[src/hw/rtl/hrg_pkg.sv]
package hrg_pkg;

    // Parameter defaults
    localparam int LUT_DEPTH_DEF = 256;
    localparam int OUT_BITS_DEF  = 16;

    // Item codes
    localparam logic OP_CONVERT = 1'b0;
    localparam logic OP_LOAD    = 1'b1;

    // Channel codes
    localparam int N_CH = 3;
    localparam logic [1:0] CH_RED   = 2'd0;
    localparam logic [1:0] CH_GREEN = 2'd1;
    localparam logic [1:0] CH_BLUE  = 2'd2;

    // Hue sectors, 60 degrees each
    localparam logic [2:0] SEC_R_TO_Y = 3'd0;
    localparam logic [2:0] SEC_Y_TO_G = 3'd1;
    localparam logic [2:0] SEC_G_TO_C = 3'd2;
    localparam logic [2:0] SEC_C_TO_B = 3'd3;
    localparam logic [2:0] SEC_B_TO_M = 3'd4;
    localparam logic [2:0] SEC_M_TO_R = 3'd5;
    localparam int N_SEC = 6;

    // Fixed-point scale: hue in 1/64 degree, levels 0..255
    localparam int LEVELS     = 256;
    localparam int LEVEL_MAX  = 255;
    localparam int HUE_CIRCLE = 23040;
    localparam int HUE_SECTOR = 3840;
    localparam int FRAC_ONE   = 979200;   // 255 * 3840
    localparam int FRAC_HALF  = 489600;

    // x / 255 = (x * 32897) >> 23, exact for 16-bit x
    localparam int DIV255_MUL = 32897;
    localparam int DIV255_SH  = 23;
    // Level quotient: (z >> 8) / 3825, estimate (x * 4386) >> 24 is q or q-1
    localparam int LVL_DIV     = 3825;
    localparam int LVL_DIV_MUL = 4386;
    localparam int LVL_DIV_SH  = 24;

    // Read/write strobes for one gamma lane
    typedef struct packed {
        logic we;
        logic re;
    } t_lane_ctl;

    // Item leaving the level pipeline
    typedef struct packed {
        logic                  valid;
        logic                  wr;
        logic [1:0]            ch;
        logic [7:0]            tidx;
        logic [15:0]           ent;
        logic [N_CH-1:0][7:0]  lvl;
    } t_lvl;

endpackage

[src/hw/rtl/hrg_ifs.sv]
interface hrg_in_if;
    logic        valid;
    logic        ready;
    logic        operation;
    logic [15:0] hue;
    logic [7:0]  saturation;
    logic [7:0]  brightness;
    logic [1:0]  table_channel;
    logic [7:0]  table_index;
    logic [15:0] table_entry;

    modport source (
        output valid, operation, hue, saturation, brightness,
               table_channel, table_index, table_entry,
        input  ready
    );
    modport sink (
        input  valid, operation, hue, saturation, brightness,
               table_channel, table_index, table_entry,
        output ready
    );
endinterface


[src/hw/rtl/hrg_level.sv]
module hrg_level (
    input  logic         i_clk,
    input  logic         i_rst_n,
    hrg_in_if.sink       i_in,
    input  logic         i_take,
    output hrg_pkg::t_lvl o_lvl
);
    import hrg_pkg::*;

    localparam int NST = 7;

    // fields that ride along every stage
    typedef struct packed {
        logic        wr;
        logic [1:0]  ch;
        logic [7:0]  tidx;
        logic [15:0] ent;
        logic [7:0]  s;
        logic [7:0]  v;
    } t_item;

    logic [NST-1:0] r_vld;
    logic [NST-1:0] w_en;
    t_item          r_it [NST];

    logic [15:0] r0_hue;
    logic [14:0] r1_hm;
    logic [2:0]  r2_sec;
    logic [11:0] r2_rem;
    logic [15:0] r2_pn;
    logic [2:0]  r3_sec;
    logic [19:0] r3_sr;
    logic [19:0] r3_st;
    logic [7:0]  r3_p;
    logic [2:0]  r4_sec;
    logic [7:0]  r4_p;
    logic [19:0] r4_xq;
    logic [19:0] r4_xt;
    logic [2:0]  r5_sec;
    logic [7:0]  r5_p;
    logic [19:0] r5_xq;
    logic [19:0] r5_xt;
    logic [7:0]  r5_q0;
    logic [7:0]  r5_t0;
    logic [N_CH-1:0][7:0] r6_lvl;

    logic [14:0] n_hm;
    logic [2:0]  n_sec;
    logic [11:0] n_rem;
    logic [15:0] n_pn;
    logic [19:0] n_sr;
    logic [19:0] n_st;
    logic [32:0] w_pprod;
    logic [7:0]  n_p;
    logic [27:0] w_zq;
    logic [27:0] w_zt;
    logic [31:0] w_qprod;
    logic [31:0] w_tprod;
    logic [19:0] w_remq;
    logic [19:0] w_remt;
    logic [7:0]  w_q;
    logic [7:0]  w_t;
    logic [N_CH-1:0][7:0] n_lvl;

    // stage advances when empty or when the next one advances
    always_comb begin
        w_en[NST-1] = !r_vld[NST-1] || i_take;
        for (int k = NST - 2; k >= 0; k--) begin
            w_en[k] = !r_vld[k] || w_en[k+1];
        end
    end

    assign i_in.ready = w_en[0];

    always_ff @(posedge i_clk) begin
        if (!i_rst_n) begin
            r_vld <= '0;
        end else begin
            if (w_en[0]) begin
                r_vld[0] <= i_in.valid;
            end
            for (int k = 1; k < NST; k++) begin
                if (w_en[k]) begin
                    r_vld[k] <= r_vld[k-1];
                end
            end
        end
    end

    // stage 0 -> 1: hue modulo a full circle
    always_comb begin
        if (r0_hue >= 16'(2 * HUE_CIRCLE)) begin
            n_hm = 15'(r0_hue - 16'(2 * HUE_CIRCLE));
        end else if (r0_hue >= 16'(HUE_CIRCLE)) begin
            n_hm = 15'(r0_hue - 16'(HUE_CIRCLE));
        end else begin
            n_hm = 15'(r0_hue);
        end
    end

    // stage 1 -> 2: sector, remainder within it, p numerator
    always_comb begin
        n_sec = SEC_R_TO_Y;
        for (int k = 1; k < N_SEC; k++) begin
            if (r1_hm >= 15'(k * HUE_SECTOR)) begin
                n_sec = 3'(k);
            end
        end
        n_rem = 12'(r1_hm - 15'(n_sec) * 15'(HUE_SECTOR));
        n_pn  = 16'(16'(r_it[1].v) * (16'(LEVEL_MAX) - 16'(r_it[1].s)))
                + 16'(LEVEL_MAX / 2);
    end

    // stage 2 -> 3: s*r, s*(1-r), p = pn / 255
    assign n_sr    = 20'(r_it[2].s) * 20'(r2_rem);
    assign n_st    = 20'(r_it[2].s) * 20'(12'(HUE_SECTOR) - r2_rem);
    assign w_pprod = 33'(r2_pn) * 33'(DIV255_MUL);
    assign n_p     = w_pprod[DIV255_SH +: 8];

    // stage 3 -> 4: rounded numerators, pre-divided by 256
    assign w_zq = 28'(r_it[3].v) * 28'(20'(FRAC_ONE) - r3_sr) + 28'(FRAC_HALF);
    assign w_zt = 28'(r_it[3].v) * 28'(20'(FRAC_ONE) - r3_st) + 28'(FRAC_HALF);

    // stage 4 -> 5: quotient estimates by 3825
    assign w_qprod = 32'(r4_xq) * 32'(LVL_DIV_MUL);
    assign w_tprod = 32'(r4_xt) * 32'(LVL_DIV_MUL);

    // stage 5 -> 6: one correction step, then sector routing
    assign w_remq = r5_xq - 20'(r5_q0) * 20'(LVL_DIV);
    assign w_remt = r5_xt - 20'(r5_t0) * 20'(LVL_DIV);
    assign w_q    = r5_q0 + 8'(w_remq >= 20'(LVL_DIV));
    assign w_t    = r5_t0 + 8'(w_remt >= 20'(LVL_DIV));

    always_comb begin
        if (r_it[5].s == 8'd0) begin
            n_lvl = {N_CH{r_it[5].v}};
        end else begin
            case (r5_sec)
                SEC_R_TO_Y: n_lvl = {r5_p, w_t, r_it[5].v};
                SEC_Y_TO_G: n_lvl = {r5_p, r_it[5].v, w_q};
                SEC_G_TO_C: n_lvl = {w_t, r_it[5].v, r5_p};
                SEC_C_TO_B: n_lvl = {r_it[5].v, w_q, r5_p};
                SEC_B_TO_M: n_lvl = {r_it[5].v, r5_p, w_t};
                default:    n_lvl = {w_q, r5_p, r_it[5].v};
            endcase
        end
    end

    // pipeline payload registers
    always_ff @(posedge i_clk) begin
        if (w_en[0]) begin
            r_it[0].wr   <= (i_in.operation == OP_LOAD);
            r_it[0].ch   <= i_in.table_channel;
            r_it[0].tidx <= i_in.table_index;
            r_it[0].ent  <= i_in.table_entry;
            r_it[0].s    <= i_in.saturation;
            r_it[0].v    <= i_in.brightness;
            r0_hue       <= i_in.hue;
        end
        for (int k = 1; k < NST; k++) begin
            if (w_en[k]) begin
                r_it[k] <= r_it[k-1];
            end
        end
        if (w_en[1]) begin
            r1_hm <= n_hm;
        end
        if (w_en[2]) begin
            r2_sec <= n_sec;
            r2_rem <= n_rem;
            r2_pn  <= n_pn;
        end
        if (w_en[3]) begin
            r3_sec <= r2_sec;
            r3_sr  <= n_sr;
            r3_st  <= n_st;
            r3_p   <= n_p;
        end
        if (w_en[4]) begin
            r4_sec <= r3_sec;
            r4_p   <= r3_p;
            r4_xq  <= w_zq[27:8];
            r4_xt  <= w_zt[27:8];
        end
        if (w_en[5]) begin
            r5_sec <= r4_sec;
            r5_p   <= r4_p;
            r5_xq  <= r4_xq;
            r5_xt  <= r4_xt;
            r5_q0  <= w_qprod[LVL_DIV_SH +: 8];
            r5_t0  <= w_tprod[LVL_DIV_SH +: 8];
        end
        if (w_en[6]) begin
            r6_lvl <= n_lvl;
        end
    end

    assign o_lvl.valid = r_vld[NST-1];
    assign o_lvl.wr    = r_it[NST-1].wr;
    assign o_lvl.ch    = r_it[NST-1].ch;
    assign o_lvl.tidx  = r_it[NST-1].tidx;
    assign o_lvl.ent   = r_it[NST-1].ent;
    assign o_lvl.lvl   = r6_lvl;

endmodule

[src/flat_wrapper.sv]
// flat-port wrapper written by rule: the top's interface ports become plain ports
module hrg_level_flat import hrg_pkg::*;
  (i_clk, i_rst_n, i_take, o_lvl, i_in_valid, i_in_operation, i_in_hue, i_in_saturation, i_in_brightness, i_in_table_channel, i_in_table_index, i_in_table_entry, i_in_ready);
  hrg_in_if i_in_i ();
  input  logic i_clk;
  input  logic i_rst_n;
  input  logic i_take;
  output hrg_pkg::t_lvl o_lvl;
  input wire logic [$bits(i_in_i.valid)-1:0] i_in_valid;
  input wire logic [$bits(i_in_i.operation)-1:0] i_in_operation;
  input wire logic [$bits(i_in_i.hue)-1:0] i_in_hue;
  input wire logic [$bits(i_in_i.saturation)-1:0] i_in_saturation;
  input wire logic [$bits(i_in_i.brightness)-1:0] i_in_brightness;
  input wire logic [$bits(i_in_i.table_channel)-1:0] i_in_table_channel;
  input wire logic [$bits(i_in_i.table_index)-1:0] i_in_table_index;
  input wire logic [$bits(i_in_i.table_entry)-1:0] i_in_table_entry;
  output wire logic [$bits(i_in_i.ready)-1:0] i_in_ready;
  assign i_in_i.valid = i_in_valid;
  assign i_in_i.operation = i_in_operation;
  assign i_in_i.hue = i_in_hue;
  assign i_in_i.saturation = i_in_saturation;
  assign i_in_i.brightness = i_in_brightness;
  assign i_in_i.table_channel = i_in_table_channel;
  assign i_in_i.table_index = i_in_table_index;
  assign i_in_i.table_entry = i_in_table_entry;
  assign i_in_ready = i_in_i.ready;
  hrg_level u_core (.i_clk(i_clk), .i_rst_n(i_rst_n), .i_in(i_in_i), .i_take(i_take), .o_lvl(o_lvl));
endmodule
[config.mk]
export PLATFORM = sky130hd
export DESIGN_NAME = hrg_level_flat
export DESIGN_NICKNAME = d
export VERILOG_FILES = /design/src/hw/rtl/hrg_pkg.sv /design/src/hw/rtl/hrg_ifs.sv /design/src/hw/rtl/hrg_level.sv /design/src/flat_wrapper.sv
export SDC_FILE = /design/constraint.sdc
export NUM_CORES = 2
export LEC_CHECK = 0
export ABC_AREA = 1
export BUFFER_PORTS_ARGS = -buffer_cell sky130_fd_sc_hd__clkbuf_2
export CORE_MARGIN = 5
export CORE_UTILIZATION = 46
export DETAILED_ROUTE_END_ITERATION = 8
export PLACE_DENSITY_LB_ADDON = 0.1
export SLEW_MARGIN = 20
export SYNTH_ARGS = -nofsm -noshare
export SYNTH_HDL_FRONTEND = slang
export SYNTH_SLANG_ARGS = --single-unit
[constraint.sdc]
create_clock -name i_clk -period 25.1 [get_ports i_clk]
set_input_delay 2.51 -clock i_clk [delete_from_list [all_inputs] [get_ports i_clk]]
set_output_delay 2.51 -clock i_clk [all_outputs]
set_load 0.01 [all_outputs]
=== Word level (Yosys, flattened, before mapping) ===
Memory sizes are Yosys's and may differ from the RTL's.
Cells that the tools add are included.

* Add/subtract/negate cells: 14
* Multipliers: 11
* Magnitude comparators: 9
* Equality and inequality tests: 4
* Multiplexer cells: 23
* Reductions and logical operators: 16

{| class="wikitable"
|+ Operators by type and width
! cell !! count
|-
| 24-bit case mux with 5 select lines || 1
|-
| 20-bit by 12-bit multiplier with 31-bit output (second input constant) || 2
|-
| 28-bit by 19-bit adder with 28-bit output (second input constant) || 2
|-
| 8-bit by 28-bit multiplier with 28-bit output || 2
|-
| 20-bit by 20-bit subtractor with 21-bit output (first input constant) || 2
|-
| 20-bit by 12-bit >= comparator with 1-bit output (second input constant) || 2
|-
| 8-bit by 12-bit multiplier with 20-bit output (second input constant) || 2
|-
| 20-bit subtractor || 2
|-
| 16-bit by 16-bit multiplier with 31-bit output (second input constant) || 1
|-
| 15-bit by 14-bit >= comparator with 1-bit output (second input constant) || 2
|-
| 15-bit 2-to-1 mux || 2
|-
| 24-bit 2-to-1 mux || 1
|-
| 8-bit by 12-bit multiplier with 20-bit output || 1
|-
| 8-bit by 20-bit multiplier with 20-bit output || 1
|-
| 16-bit by 7-bit adder with 16-bit output (second input constant) || 1
|-
| 8-bit by 1-bit adder with 8-bit output || 2
|-
| 16-bit by 15-bit >= comparator with 1-bit output (second input constant) || 1
|-
| 16-bit >= comparator (second input constant) || 1
|-
| 8-bit by 16-bit multiplier with 16-bit output || 1
|-
| 15-bit by 12-bit >= comparator with 1-bit output (second input constant) || 1
|-
| 15-bit by 13-bit >= comparator with 1-bit output (second input constant) || 1
|-
| 15-bit >= comparator (second input constant) || 1
|-
| 1-bit 2-to-1 mux || 15
|-
| 15-bit by 14-bit subtractor with 15-bit output (second input constant) || 1
|-
| other kinds (14) || 29
|}

* Register bits after elaboration: 262
* Memory bits (writable): 301
* Bits of input ports: 63
* Output and inout bits: 53
* Logic and storage cells: 107
* Memories kept: 1

{| class="wikitable"
|+ Memory list
! name !! depth !! bits a word !! read ports !! clocked after memory_dff !! wr ports !! RTL line !! RTL
|-
| u_core.r_it || 7 || 43 || 7 || 0 || 7 || hrg_level.sv:24 || <nowiki>t_item r_it [NST];</nowiki>
|}

=== Depth between registers and ports, before layout ===
* Word-level depth: 10
* Gate-level depth with buffers: 35
* Mapped depth without buffers: 35

=== Worst setup path before layout ===
No wires, ideal clock.

* Kind: input to output
* Start: input i_take
* End: output i_in_ready
* Arrival: 12.964 ns
* Required time: 22.590 ns
* Slack: 9.626 ns
* Stages on the path: 12
* Buffers on the path: 0
* Path through: nor2_1 inv_1 nor2_1 inv_1 nor2_1 inv_1 nor2_1 inv_1 nor2_1 inv_1 nor2_2 nand2_1

* Longest elaborated chain between the ends: 7

{| class="wikitable"
|+ Ends and longest elaborated chain
! what !! RTL line !! RTL
|-
| start: declaration || flat_wrapper.sv:7 || <nowiki>input logic i_take;</nowiki>
|-
| 1-bit logical OR || hrg_level.sv:67 || <nowiki>w_en[NST-1] = !r_vld[NST-1] || i_take;</nowiki>
|-
| named net u_core.w_en[6] || hrg_level.sv:23 || <nowiki>logic [NST-1:0] w_en;</nowiki>
|-
| 1-bit logical OR || hrg_level.sv:69 || <nowiki>w_en[k] = !r_vld[k] || w_en[k+1];</nowiki>
|-
| named net u_core.w_en[5] || hrg_level.sv:23 ||
|-
| 1-bit logical OR || hrg_level.sv:69 ||
|-
| named net u_core.w_en[4] || hrg_level.sv:23 ||
|-
| 1-bit logical OR || hrg_level.sv:69 ||
|-
| named net u_core.w_en[3] || hrg_level.sv:23 ||
|-
| 1-bit logical OR || hrg_level.sv:69 ||
|-
| named net u_core.w_en[2] || hrg_level.sv:23 ||
|-
| 1-bit logical OR (2 in a row) || hrg_level.sv:69 ||
|-
| end: declaration || flat_wrapper.sv:17 || <nowiki>output wire logic [$bits(i_in_i.ready)-1:0] i_in_ready;</nowiki>
|}

The timed path passes the listed nets, and every way through them passes these cells.

=== Worst setup path after layout ===
Ends and elaborated chain as after synthesis.

==> flow_summary_export.csv <==
group,metric,value,unit
timing,relSlewSlack,33.02,%
logic_synthesis,yosys.area_share.simple,14.36,%
worst_setup_path,end_kind,"output pin",
clocking,post_cts_buffers,0,
timing,fin_crit_sh,29.84,%
flow_run,max_cap_viol_count,0,
placed_design,preCtsSetupSlack,17480,ps
floorplan,die_area,0.1192,mm^2
route,ant_nets,0,
logic_synthesis,synth_fa_ha_area_share,35.93,%
worst_setup_path,regToRegSetupSlack,18670,ps
route,viasPerCell,4.879,
grt,grt_use_met2,31.65,%
route,dr.first_iter.drc_count,1689,
logic_synthesis,synth_compound_area_share,4.987,%
worst_hold_path,worstHoldPathType,"flop to flop",
clocking,cts_buffers,66,
logic_synthesis,avgSynthCellArea,9.460,um^2
logic_synthesis,synthXorXnorAreaFrac,3.117,%
logic_synthesis,synthDistinctLibCells,60,
cells_and_area,final_nets,6808,
logic_synthesis,syn_area,0.05171,mm^2
grt,grt_pass1_wl,186400,um
clocking,cts_max_path_buffers,3,
grt,antenna_found_initial,0,
floorplan,row_count,123,
logic_synthesis,synth-edff-count,539,
placed_design,place_congestion,0.8622,
cells_and_area,drive_gt1_share,5.928,%
route,wl_per_cell,15.74,um
route,firstDrtPassIters,7,
timing,timing.fmax,133.5,MHz
route,drc,0,
placed_design,place_hpwl,91600,um
floorplan,coreArea,0.1120,mm^2
grt,grt_use_met1,27.31,%
worst_setup_path,critPathKind,"primary input to output pin",
floorplan,io_pins,116,
worst_setup_path,crit_fanout,51,
timing,drv_slew,0,
run_status,status,"finished clean",
grt,grt_pass1_vias,35625,
timing,setup_tns,0,ps
cells_and_area,syn_to_final_growth,8.791,%
logic_synthesis,ys_seq_area_share,31.57,%
route,vias,34888,
timing,hold_viol_final,0,
grt,use_met3,2.075,%
worst_setup_path,start_kind,"primary input",
logic_synthesis,ys.flop_type,"edfxtp_1",
logic_synthesis,synth.area.mux_share,0,%
cells_and_area,layout_commonest_cell,"inv_1",
worst_setup_path,worstPathRequired,22590,ps
clocking,clock_sinks,546,
grt,grt-busiest-layer,"met2",
clocking,cts_tree,"done",
timing,worst_slew_pin_slew,1005,ps
clocking,cts_root_buf,"clkbuf_16",
clocking,cts_hold_buffers,0,
floorplan,initial_utilization,46.15,%
timing,setup_viol,0,
clocking,worstSkewPairLatency,650,ps
logic_synthesis,synth_top_family_by_area,"adder cells",
logic_synthesis,ys_ff_latch,546,
grt,grt_use_total,19.10,%
logic_synthesis,async_reset_ff_share,0,%
cells_and_area,final_util,50.21,%
timing,skew,38.76,ps
logic_synthesis,syn_nets,6673,
route,drt_wl_total,112500,um
logic_synthesis,syn_inst,5466,
grt,grt.overflow.total,0,
clocking,clk_pin_slew,50,ps
timing,period_needed,7490,ps
floorplan,die_width,345.3,um
worst_setup_path,critical_path_arrival,4980,ps
grt,grt_max_degree,76,
cells_and_area,mostFrequentLayoutCells,"inv_1 (1,282), nand2_1 (970), ha_1 (576)",
logic_synthesis,ys_warn_count,0,
placed_design,io_buffers,115,
clocking,cts_resized,0,
clocking,htree_num_levels,3,
timing,rsz0062_at_grt,"no",
floorplan,die_h,345.3,um
timing,timing.final.ws_setup,17610,ps
cells_and_area,num_antenna_cells,0,
[flip-flops by register name, summed over array words and instances (netlist names), 12 cells and up]
register	flops
u_core.r2_pn	16
u_core.r5_xt	20
u_core.r0_hue	16
u_core.o_lvl	24
u_core.r4_xt	20
u_core.r5_xq	20
u_core.r3_st	20
u_core.r1_hm	15
u_core.r3_sr	19
u_core.r_it	285
u_core.r4_xq	20
u_core.r2_rem	12
[cell type report]
cell class | count | area, um^2
Clock buffer | 80 | 1755
Clock inverter | 38 | 464.2
Fill cell | 10613 | 55780
Inverter | 1304 | 4903
Multi-Input combinational cell | 3547 | 30200
Sequential cell | 546 | 16330
Tap cell | 1500 | 1877
Timing Repair Buffer | 136 | 733.2
[cells in the mapped netlist, drive strengths merged (8+ instances only)]
| master | n | area (um^2) |
|---|---|---|
| a21oi | 211 | 1064 |
| nand4 | 63 | 427.9 |
| nor4 | 11 | 68.82 |
| ha | 576 | 7207 |
| fa | 568 | 11370 |
| clkbuf | 57 | 215.2 |
| o21ai | 134 | 670.6 |
| o2111ai | 11 | 96.34 |
| o211ai | 9 | 67.56 |
| o21bai | 22 | 165.2 |
| a31oi | 15 | 93.84 |
| or2 | 25 | 163.9 |
| nor2 | 470 | 1832 |
| nand3b | 9 | 67.56 |
| nand3 | 152 | 780.8 |
| o21a | 8 | 60.06 |
| a21o | 14 | 105.1 |
| inv | 1298 | 4872 |
| xor2 | 118 | 1086 |
| xnor2 | 60 | 525.5 |
| buf | 12 | 80.07 |
| nand2 | 987 | 3755 |
| a221oi | 9 | 78.83 |
| nor3 | 42 | 242.7 |
| edfxtp | 539 | 16190 |
[metal layers]
metal  share of wire (%)  vias to the layer above
met5                   0                        -
met4                 2.0                        0
met3                 3.4                      130
met2                  47                      550
met1                  48                    16757
li1                    -                    17451
[final timing paths]
path,cells past startpoint,startpoint,to
setup reg to reg,31,u_core.r5_t0[5],u_core.o_lvl[6]
hold reg to reg,0,u_core.r4_p[6],u_core.r5_p[6]
setup / recovery,14,i_take,i_in_ready
hold / removal,0,u_core.r4_p[6],u_core.r5_p[6]
[metrics by stage]
stage	cells	hold WS, ps	area (um^2)
after floorplan	5466	400.3	51710
after detailed placement	7033	404.5	54040
after global placement	7033	400.5	54040
after CTS	7151	408.3	56260
after global routing	7151	418.1	56260
final	7151	409.0	56260
[logic make-up (layout without fill, tap and decap cells)]
group | count (synthesis) | in the layout
xor+xnor | 178 | 178
flops | 546 | 546
fa+ha+maj | 1144 | 1144
simple gates | 1770 | 1770
buf+inv | 1373 | 1558
compound gates | 455 | 455
[critical path, cell delays in order]
cell      delay (ps)
clkbuf_2          80
nor2_1           150
inv_2             60
nor2_1           170
inv_4            280
nor2_1           270
inv_4            240
nor2_1           240
inv_4            190
nor2_1           170
clkinv_2          80
nor2_2           170
nand2_2          150
clkbuf_2         160
Power is not shown: default switching activity piles up to over one toggle a cycle in this logic, so the estimate is an artifact.
